===== src/lapr_pkg.sv =====
// Shared types and constants for the lossless audio predictor restore block.
// Used by lapr_cell, lapr_mac and lossless_audio_predictor_restore.
package lapr_pkg;

    localparam int MAX_ORDER   = 32;
    localparam int TAP_W       = $clog2(MAX_ORDER);
    localparam int ORDER_W     = 6;
    localparam int SAMPLE_W    = 33;
    localparam int COEF_W      = 15;
    localparam int RESID_W     = 32;
    localparam int RAW_W       = 33;
    localparam int SBITS_W     = 6;
    localparam int QSHIFT_W    = 4;
    localparam int PROD_W      = SAMPLE_W + COEF_W;
    localparam int ACC_W       = PROD_W + TAP_W;
    localparam int FIX_W       = SAMPLE_W + 5;
    localparam int CFG_DATA_W  = 6;
    localparam int CFG_IDX_W   = 2;
    localparam int FIXED_MAX   = 4;

    typedef enum logic [1:0] {
        ACT_COEF   = 2'd0,
        ACT_WARMUP = 2'd1,
        ACT_RESID  = 2'd2,
        ACT_NONE   = 2'd3
    } t_action;

    typedef enum logic [CFG_IDX_W-1:0] {
        CFG_KIND   = 2'd0,
        CFG_ORDER  = 2'd1,
        CFG_QSHIFT = 2'd2,
        CFG_SBITS  = 2'd3
    } t_cfg_index;

    typedef enum logic [0:0] {
        KIND_FIXED = 1'b0,
        KIND_LPC   = 1'b1
    } t_kind;

    typedef enum logic [2:0] {
        ST_IDLE,
        ST_RUN,
        ST_DRAIN,
        ST_FINISH,
        ST_DONE
    } t_state;

    typedef struct packed {
        logic push;
        logic rotate;
    } t_cell_ctl;

    typedef struct packed {
        logic clear;
        logic advance;
        logic take;
    } t_mac_ctl;

endpackage


===== src/lapr_cell.sv =====
// One tap cell: holds one history sample and one LPC coefficient.
// Shifts on push, rotates with its neighbor on a sweep. Depends on lapr_pkg.
module lapr_cell
    import lapr_pkg::*;
(
    input  logic                       i_clk,
    input  logic                       i_rst_n,
    input  t_cell_ctl                  i_ctl,
    input  logic signed [SAMPLE_W-1:0] i_prev_hist,
    input  logic signed [SAMPLE_W-1:0] i_next_hist,
    input  logic signed [COEF_W-1:0]   i_next_coef,
    input  logic                       i_coef_wr,
    input  logic signed [COEF_W-1:0]   i_coef_data,
    output logic signed [SAMPLE_W-1:0] o_hist,
    output logic signed [COEF_W-1:0]   o_coef
);

    logic signed [SAMPLE_W-1:0] r_hist;
    logic signed [COEF_W-1:0]   r_coef;

    always_ff @(posedge i_clk) begin
        if (!i_rst_n) begin
            r_hist <= '0;
            r_coef <= '0;
        end else begin
            if (i_ctl.push) begin
                r_hist <= i_prev_hist;
            end else if (i_ctl.rotate) begin
                r_hist <= i_next_hist;
            end
            if (i_coef_wr) begin
                r_coef <= i_coef_data;
            end else if (i_ctl.rotate) begin
                r_coef <= i_next_coef;
            end
        end
    end

    assign o_hist = r_hist;
    assign o_coef = r_coef;

endmodule


===== config.mk =====
export PLATFORM = sky130hd
export DESIGN_NAME = lapr_cell
export DESIGN_NICKNAME = d
export VERILOG_FILES = /design/src/lapr_pkg.sv /design/src/lapr_cell.sv
export SDC_FILE = /design/constraint.sdc
export NUM_CORES = 1
export LEC_CHECK = 0
export ABC_AREA = 1
export BUFFER_PORTS_ARGS = -buffer_cell sky130_fd_sc_hd__buf_4
export CORE_MARGIN = 2
export CORE_UTILIZATION = 25
export DETAILED_ROUTE_END_ITERATION = 16
export PLACE_DENSITY_LB_ADDON = 0.12
export SLEW_MARGIN = 10
export SYNTH_ARGS = -nofsm -noshare
export SYNTH_HDL_FRONTEND = slang
export SYNTH_SLANG_ARGS = --single-unit

===== constraint.sdc =====
create_clock -name i_clk -period 0.8 [get_ports i_clk]
set_input_delay 0.04 -clock i_clk [delete_from_list [all_inputs] [get_ports i_clk]]
set_output_delay 0.04 -clock i_clk [all_outputs]
set_load 0.1 [all_outputs]

# Word-level counts from Yosys, hierarchy flattened
# Cells that the tools add are included.
# W data, S select, Z words.
totals:
  ff_bits: 48
  in_bits: 101
  wordCells: 8
op_classes:
  muxes: 4
  reduce_logical: 2
ops:
  columns: ["operator", "count"]
  rows:
  - ["$mux W33", 2]
  - ["$mux W15", 2]
  - ["$reduce_bool A2 Y1", 2]

# Depth between registers and ports, before layout
depth:
  ltp_word: 2
  ltp_mapped: 7

# Least setup slack after synthesis
# Ideal clock, no wire load.
synth_path:
  kind: "flip-flop to flip-flop"
  from: "register, netlist name o_coef[10]"
  to: "register r_coef[10], in the netlist o_coef[10]"
  arrival_time_ns: 1.214
  required_time_ns: 0.743
  setup_slack_ns: -0.470
  stages_incl_launch_ff: 5
  period_less_slack_ns: 1.270
  path_cell_list: "dfxtp_1 nand2_1 nand3_1 nand2_1 inv_1"
synth_lines:
  columns: ["element", "line", "source"]
  rows:
  - ["to (signal assigned)", "lapr_cell.sv:32", "r_coef <= i_coef_data;"]
  - ["to (signal assigned)", "lapr_cell.sv:34", "r_coef <= i_next_coef;"]
  - ["to (decl)", "lapr_cell.sv:19", "logic signed [COEF_W-1:0] r_coef;"]

# Worst setup path in the final report
layout_path:
  from: "register r_hist[19], in the netlist o_hist[19]"
  to: "output port o_hist[19]"
layout_lines:
  columns: ["element", "line", "source"]
  rows:
  - ["from (decl)", "lapr_cell.sv:18", "logic signed [SAMPLE_W-1:0] r_hist;"]
  - ["from (signal assigned)", "lapr_cell.sv:27", "r_hist <= i_prev_hist;"]
  - ["from (signal assigned)", "lapr_cell.sv:29", "r_hist <= i_next_hist;"]
  - ["to (decl)", "lapr_cell.sv:14", "output logic signed [SAMPLE_W-1:0] o_hist,"]
# No word-level cell between the ends.

==> results.txt <==
Post-synth EDFFs: 0
HP Start: i_prev_hist[13]
GP Congestion: 0.783
CTS Sinks: 48
Buf/Inv on CP: 1
# setup viols final: 48
Area occupied by multi-input gates: 1040 µm²
Leading post-synthesis cells by cell area: dfxtp_1, nand2_1, nand3_1, inv_1, buf_2
# diodes: 0
Crit Path Category: reg -> out
Placed cell count: 613
Fillcell total: 875
Vias: 2714
Family with the most delay on the worst path: flip-flops
Endpoints failing hold: 0
Max-Cap Viols: 0
Hpwl dp: 5700 µm
Syn Nets: 465
WL final: 7710 µm
CTS tree: built
Crit. End Element: primary output
Syn Inst Count: 364
Startpoint Class: register
NetSw: 2.62 mW
Worst-Margin Slew: 526 ps
Post-synth top cells: nand2_1, nand3_1, inv_1
Worst Setup SP: o_hist[19]
Slew Limit Fails: 0
Cell Rows: 34
Post-synthesis sequential area ratio: 41.9%
Crit-path max FO: 2
Drt first pass iters: 4
Vias in the first global route: 2647
Critical path, cell by cell: buf_12
Setup total negative slack: -3240 ps
Die Ht: 99.8 µm
Register bit total from synthesis: 48
Global-route wire length before repair: 12400 µm
Register area: 1140 µm²
Final Net Count: 613
PwrDens: 1540 nW/µm²
# IOs: 149
Setup Buffers After CTS: 0
Routed Antenna Nets: 0
Sw Ratio: 38.3%
Relative slew margins: 64.9%
Area growth from synthesis to layout: 94.4%
Comb power frac: 41.3%
Clock Tree Root: clkbuf_8
Via-to-Cell Ratio: 4.38
GRT Total Usage: 15.5%
Clk network pwr share: 19.8%
Final Skew: 0 ps
Die Width: 99.8 µm
Initial antenna violation count: 0
Leak Pwr: 2.35 nW
Layout Utilization: 50.7%
Residual DRC: 0
CTS Hold Buffers Added: 0
Avg Inst Size Synth: 6.30 µm²
Main synth FF type: dfxtp_1
Internal: 4.23 mW
Worst skew pair latency: 290 ps
Buffers on Ports: 148
Post-synth ARST share: 0%
WHS: 32.6 ps
Synth area leader: dfxtp_1
Start of the worst register-to-register path: o_hist[19]
Slowest stage cell on the critical path: dfxtp_4
Worst endpoint required time: 760 ps
Worst Path Arrival: 840 ps
Cell variety after synth: 9
Final worst slack: -80.9 ps
Status: finished with violations
Clk slew on worst S/H paths: 90 ps
RSZ-0062 raised after global routing: yes
CORE AREA: 8810 µm²
Largest net degree at the start of global routing: 49
Fin cells: 620
Share of cells above drive strength 1: 43.0%
Power share of the sequential group: 38.9%
Most common cell in the netlist: nand2_1
Max rail drop VDD: 0.588 mV
H-tree depth: 2
Period Utilization, post-route: 110%
CP max stage delay: 370 ps
CTS Buf Count: 5
Fin crit period: 881 ps
Starting density of the core: 26.1%
Clock Path Buffers: 2
Failing checks: setup timing
GRT overflow: 0
Die ar.: 9960 µm²
Synthesized cell area: 2290 µm²
HP Class: in -> reg
Fmax: 1.14 GHz
Wirelength per Cell: 12.4 µm
Drt first-iter violations: 49
Post-synth top area share: 41.9%
Ys Warns: 0
## what timing repair did
| action | 4_1_cts | 5_1_grt |
|---|---|---|
| gates cloned | 0 | 0 |
| endpoints found under the setup margin | 48 | 48 |
| resized for setup | 144 | 0 |
| pin swaps | 0 | 0 |
## final timing paths
path,endpoint,slack [ps],depth (start not counted)
worst max-delay path,o_hist[19],-80,1
worst min-delay path,o_hist[13],30,5
worst max register to register,o_hist[19],130,4
worst min register to register,o_hist[13],560,4
## sequential cells by signal, indices dropped and copies added (netlist names)
register,flops
o_hist,33
o_coef,15
## layout by cell type (no fill, tap or decap)
cell type / Yosys / routed
buf_12: 0 / 51
buf_4: 2 / 114
clkbuf_8: 0 / 5
clkinv_1: 0 / 2
dfxtp_4: 0 / 48
inv_1: 50 / 50
nand2_1: 144 / 144
nand3_1: 96 / 96
nor2_4: 0 / 2
## routing by layer
layer  up-vias  wire length (µm)  track usage, %
met5         -                 0               0
met4         0                72            3.48
met3         6               639            4.25
met2       105              3690            26.8
met1      1189              3310            19.2
li1       1414                 -               -
## power groups by stage
stage	Clock (mW)	Combinational, mW	Sequential (mW)
2_1_floorplan	0	0.498	3.79
4_1_cts	1.47	2.85	2.67
3_3_place_gp	0	2.45	2.64
3_5_place_dp	0	2.46	2.64
5_1_grt	1.58	2.98	2.69
6_report	1.36	2.83	2.67
## worst register-to-register path: cells and delay by family (launching register included)
family | cells | cell delay, ps
buffers and inverters | 1 | 50
flip-flops | 1 | 370
AND/OR/NAND/NOR | 3 | 160
## cell families after synthesis
logic type	Yosys count	share of synthesized area, %
DFF	48	41.9
buffers and inverters	74	13.1
and+or+nand+nor	242	45.0
## final cells by class
cell class / instances / area share (%)
sequential: 48 / 25.6
timing repair buffer: 165 / 42.1
inverter: 50 / 4.21
multi-input combinational: 242 / 23.4
tap: 108 / 3.03
clock inverter: 2 / 0.168
clock buffer: 5 / 1.54
## metrics by stage
step,power (mW),worst slack [ps],instance area (µm²)
2_1_floorplan,4.28,-11.2,2490
3_3_place_gp,5.08,-40.8,3780
3_5_place_dp,5.09,-40.1,3780
4_1_cts,6.99,-95.3,4460
5_1_grt,7.25,-124,4460
6_report,6.86,-80.9,4460
No activity file was read; power rests on OpenSTA's default activity.
