[src/lapr_pkg.sv]
// Shared types and constants for the lossless audio predictor restore block.
// Used by lapr_cell, lapr_mac and lossless_audio_predictor_restore.
package lapr_pkg;

    localparam int MAX_ORDER   = 32;
    localparam int TAP_W       = $clog2(MAX_ORDER);
    localparam int ORDER_W     = 6;
    localparam int SAMPLE_W    = 33;
    localparam int COEF_W      = 15;
    localparam int RESID_W     = 32;
    localparam int RAW_W       = 33;
    localparam int SBITS_W     = 6;
    localparam int QSHIFT_W    = 4;
    localparam int PROD_W      = SAMPLE_W + COEF_W;
    localparam int ACC_W       = PROD_W + TAP_W;
    localparam int FIX_W       = SAMPLE_W + 5;
    localparam int CFG_DATA_W  = 6;
    localparam int CFG_IDX_W   = 2;
    localparam int FIXED_MAX   = 4;

    typedef enum logic [1:0] {
        ACT_COEF   = 2'd0,
        ACT_WARMUP = 2'd1,
        ACT_RESID  = 2'd2,
        ACT_NONE   = 2'd3
    } t_action;

    typedef enum logic [CFG_IDX_W-1:0] {
        CFG_KIND   = 2'd0,
        CFG_ORDER  = 2'd1,
        CFG_QSHIFT = 2'd2,
        CFG_SBITS  = 2'd3
    } t_cfg_index;

    typedef enum logic [0:0] {
        KIND_FIXED = 1'b0,
        KIND_LPC   = 1'b1
    } t_kind;

    typedef enum logic [2:0] {
        ST_IDLE,
        ST_RUN,
        ST_DRAIN,
        ST_FINISH,
        ST_DONE
    } t_state;

    typedef struct packed {
        logic push;
        logic rotate;
    } t_cell_ctl;

    typedef struct packed {
        logic clear;
        logic advance;
        logic take;
    } t_mac_ctl;

endpackage

[src/lapr_mac.sv]
// Shared multiply-accumulate for the LPC sum: one registered product per cycle
// while advance is set. Depends on lapr_pkg.
module lapr_mac
    import lapr_pkg::*;
(
    input  logic                       i_clk,
    input  logic                       i_rst_n,
    input  t_mac_ctl                   i_ctl,
    input  logic signed [SAMPLE_W-1:0] i_hist,
    input  logic signed [COEF_W-1:0]   i_coef,
    output logic signed [ACC_W-1:0]    o_acc
);

    logic signed [PROD_W-1:0] r_prod;
    logic signed [ACC_W-1:0]  r_acc;
    logic signed [PROD_W-1:0] w_prod;

    assign w_prod = PROD_W'(i_hist) * PROD_W'(i_coef);

    always_ff @(posedge i_clk) begin
        if (!i_rst_n) begin
            r_prod <= '0;
            r_acc  <= '0;
        end else if (i_ctl.clear) begin
            r_prod <= '0;
            r_acc  <= '0;
        end else if (i_ctl.advance) begin
            r_prod <= i_ctl.take ? w_prod : '0;
            r_acc  <= r_acc + ACC_W'(r_prod);
        end
    end

    assign o_acc = r_acc;

endmodule

[config.mk]
export PLATFORM = sky130hd
export DESIGN_NAME = lapr_mac
export DESIGN_NICKNAME = d
export VERILOG_FILES = /design/src/lapr_pkg.sv /design/src/lapr_mac.sv
export SDC_FILE = /design/constraint.sdc
export NUM_CORES = 2
export LEC_CHECK = 0
export BUFFER_PORTS_ARGS = -buffer_cell sky130_fd_sc_hd__buf_4
export CORE_MARGIN = 1.5
export CORE_UTILIZATION = 60
export CTS_CLUSTER_SIZE = 20
export DETAILED_ROUTE_END_ITERATION = 8
export PLACE_DENSITY = 0.79
export SYNTH_ARGS = -nofsm -noshare
export SYNTH_HDL_FRONTEND = slang
export SYNTH_SLANG_ARGS = --single-unit
[constraint.sdc]
create_clock -name i_clk -period 12.2 [get_ports i_clk]
set_clock_uncertainty 0.05 [all_clocks]
set_input_delay 3.66 -clock i_clk [delete_from_list [all_inputs] [get_ports i_clk]]
set_output_delay 3.66 -clock i_clk [all_outputs]
set_load 0.005 [all_outputs]
# == Yosys cells after proc, flatten, opt, wreduce, memory -nomap -nowiden ==
# Cells that the tools add are included.
# totals
register_bits,101
# op_classes
addsub,1
mul,1
bitwise,1
n_mux,1
reduce_logical,1
# op_table
op,count
53-bit by 48-bit adder with 53-bit output,1
33-bit by 15-bit multiplier with 48-bit output,1
48-bit two-way mux,1
2-bit OR reduction,1
1-bit inverter,1

# == Logic depth before layout (Yosys ltp) ==
# logic_depth
depth_word,2
ltp_mapped,27

# == Worst setup path before layout ==
# OpenSTA, ideal clock, no wires.
# synth_timing
kind,input -> register
from,input i_coef[14]
to,register r_prod[35]
path_slack_ns,2.389
setup_ns,0.074
cell_stages,23
arrival_ns,9.687
path_cell_list,inv_1 clkbuf_1 clkbuf_1 nor2_1 fa_1 fa_1 fa_1 fa_1 fa_1 inv_1 fa_1 inv_1 ha_1 and3_4 and3_4 a221o_1 a211oi_2 o21ai_2 a31oi_1 o21ai_0 a21oi_1 mux2_2 o21ai_0
# synth_via
elab_chain_cells,2
# synth_rtl
element,line,text
"start, declared",lapr_mac.sv:10,"input logic signed [COEF_W-1:0] i_coef,"
33-bit by 15-bit multiplier with 48-bit output,lapr_mac.sv:18,assign w_prod = PROD_W'(i_hist) * PROD_W'(i_coef);
48-bit two-way mux,lapr_mac.sv:28,r_prod <= i_ctl.take ? w_prod : '0;
"end signal, assigned",lapr_mac.sv:28,
"end, declared",lapr_mac.sv:14,logic signed [PROD_W-1:0] r_prod;
# No other way between the ends.
# A chain may end at the register's enable or synchronous reset.

# == Final worst setup path ==
# layout_timing
from,input i_coef[0]
to,register r_prod[35]
# The elaborated chain is that of the path after synthesis.

==> results.cfg <==
[outcome]
status = finished clean

[clock_tree]
clock_tree.root_cell = clkbuf_16
clockBufferDepth = 2
cts_inserted_buffers = 9
htreeDepth = 3
post_cts_buffers = 0
worstSkewPairLatency_ns = 0.35
cts_resized = 0
clock_sinks = 101
cts_tree = yes
clkSlewWorstSetupHoldPaths_ns = 0.07
cts_hold_buf = 0

[critical_path]
crit_path_end_kind = flop
reg2reg_setup_slack_ns = 8.39
cp-start-kind = input port
r2r-end = o_acc[52]
crit_fanout = 33
worstPathArrival_ns = 10.34
cp_data_required_time_ns = 12.42
timing.rr.start = o_acc[0]
r2r_cells = 15
critical_path_class = in2reg

[yosys]
ys_ff_latch = 101
synth_area_per_cell_sq_um = 8.63
syn-cell-area_sq_mm = 0.0229
ys.warnings.count = 0
ys_seq_area_share_pct = 8.81
synth-edff-count = 0
synth_flop_cell = dfxtp_1
synth_fp_nets = 3340
synth_cells = 2660
synthArstFlopShare_pct = 0
synth_cell_types = 69

[finish]
seq_area_sq_mm = 0.00202
num_antenna_cells = 0
final_nets = 3346
drive_above_1_share_pct = 5.80
syn_to_final_growth_pct = 5.74
final_cells = 3182
multi_input_area_sq_mm = 0.0185
fill_cells = 3180

[route]
drc = 0
drt_iter0_drc = 1025
via_per_inst = 5.70
wl_mm = 58.2
drtPass1Iterations = 5
dr_total_vias = 18130
ant_nets = 0
wire_per_inst_microns = 18.3

[worst_hold_path]
hold_path_end = r_prod[38]
hp-start = r_prod[38]
min_path_cells = 2
min_path_type = reg2reg

[floorplanning]
core_area_sq_mm = 0.0377
die-area_sq_mm = 0.0394
initial_utilization_pct = 60.9
die_w_microns = 199
rows = 71
die_y_microns = 199
ios = 106

[place]
gp_congestion = 0.908
dpl.cell_count = 3166
io_buffers = 105
dp_hpwl_mm = 46.3

[timing]
slew_headroom_pct = 48.0
fin_crit_sh_pct = 82.9
hold_viol_final = 0
finalSetupViolCount = 0
worst_slew_pin_slew_ns = 0.780
final_max_slew_viol_count = 0
max_freq_mhz = 98.8
rsz0062_at_grt = false
fin_setup_tns_ns = 0
min_period_ns = 10.12

[global_route]
grt_antenna_before_repair = 1
overflow = 0
grtUsageTotal_pct = 30.9
grt_pass1_wl_mm = 96.3
grt_max_degree = 68
grt_pass1_vias = 19318

[flow_run]
drv_cap = 0
==> metal layers <==
metal,wire (microns),up-vias,global-route usage [%]
li1,-,8200,-
met3,5130,145,5.93
met1,23400,9017,39.9
met4,1690,0,9.40
met5,0,-,0
met2,28000,768,52.8
==> worst max path at each step <==
| stage | start | end | slack (ns) |
|---|---|---|---|
| final | i_coef[0] | r_prod[35] | 2.08 |
| after global routing | i_coef[0] | r_prod[35] | 1.74 |
| after CTS | i_coef[0] | r_prod[35] | 2.10 |
| after detailed placement | i_coef[0] | r_prod[35] | 1.74 |
| after global placement | i_coef[0] | r_prod[35] | 1.96 |
| after floorplan | i_coef[14] | r_prod[35] | 2.39 |
==> cell type report <==
class	instances	area share (%)
multi-input combinational	1908	76.2
sequential	101	8.33
inverter	535	8.28
clock inverter	6	0.191
clock buffer	10	0.944
tap	511	2.64
timing repair buffer	111	3.43
==> state kept, by name, summed over array words and instances (netlist names) <==
register and cells:
o_acc 53, r_prod 48
==> Yosys cell counts, drive strengths merged, types with 4 or more instances <==
cell type	n	area (sq um)
and2	185	1160
xor2	36	315
nand2	368	1380
a21o	44	330
a21oi	108	563
o41ai	4	42.6
and3	9	66.3
nor2	137	517
a31oi	10	98.8
a31o	5	43.8
nor3	15	75.1
inv	534	2000
nor2b	13	81.3
nand2b	19	119
a211oi	17	143
o211ai	4	30.0
ha	170	2130
o21a	10	75.1
o21bai	20	150
o21ai	85	437
xnor2	59	517
nand3	24	120
mux2i	24	240
o22ai	4	31.3
dfxtp	101	2020
a22oi	22	165
fa	457	9150
o31ai	4	43.8
clkbuf	113	424
nand4	13	81.3
==> cells in the final DEF (no fill, tap or decap), types with 22 or more instances in the layout <==
master / synthesis / layout
inv_1: 534 / 534
fa_1: 457 / 457
nand2_1: 368 / 368
and2_1: 185 / 185
ha_1: 170 / 170
nor2_1: 136 / 135
buf_4: 0 / 111
a21oi_1: 104 / 104
dfxtp_1: 101 / 101
o21ai_0: 73 / 73
xnor2_1: 59 / 59
a21o_1: 44 / 44
xor2_1: 36 / 36
nand3_1: 24 / 24
mux2i_1: 24 / 24
a22oi_1: 22 / 22
==> cells by family after synthesis <==
kind of cell,Yosys count,synth area share (%)
mux,25,1.10
compound gates,371,10.8
xor+xnor,95,3.63
flops,101,8.81
buf+inv,651,10.7
simple gates,790,15.9
fa+ha+maj,627,49.1
==> stage by stage <==
stage          setup WS [ns]  hold WS [ns]  instance area [sq um]  utilization, %
2_1_floorplan           2.39         0.379                  22900               -
3_3_place_gp            1.96         0.399                  24000            63.7
3_5_place_dp            1.74         0.407                  24000            63.7
4_1_cts                 2.10         0.421                  24300            64.4
5_1_grt                 1.74         0.437                  24300            64.4
6_report                2.08         0.417                  24300            64.4
==> critical path, cell delays in order <==
cell	delay (ns)
buf_4	0.40
nand2_1	0.17
fa_1	0.54
fa_1	0.55
inv_1	0.06
fa_1	0.51
inv_1	0.07
fa_1	0.54
inv_1	0.06
fa_1	0.49
inv_1	0.05
fa_1	0.47
inv_1	0.04
ha_1	0.32
a21o_1	0.21
nor3_1	0.14
o21ai_1	0.12
a32o_1	0.29
a211oi_2	0.34
o21ai_2	0.15
a31oi_1	0.29
o21ai_0	0.17
a21oi_1	0.20
mux2_2	0.35
o21ai_0	0.14
Power is not shown: default switching activity piles up to over one toggle a cycle in this logic, so the estimate is an artifact.
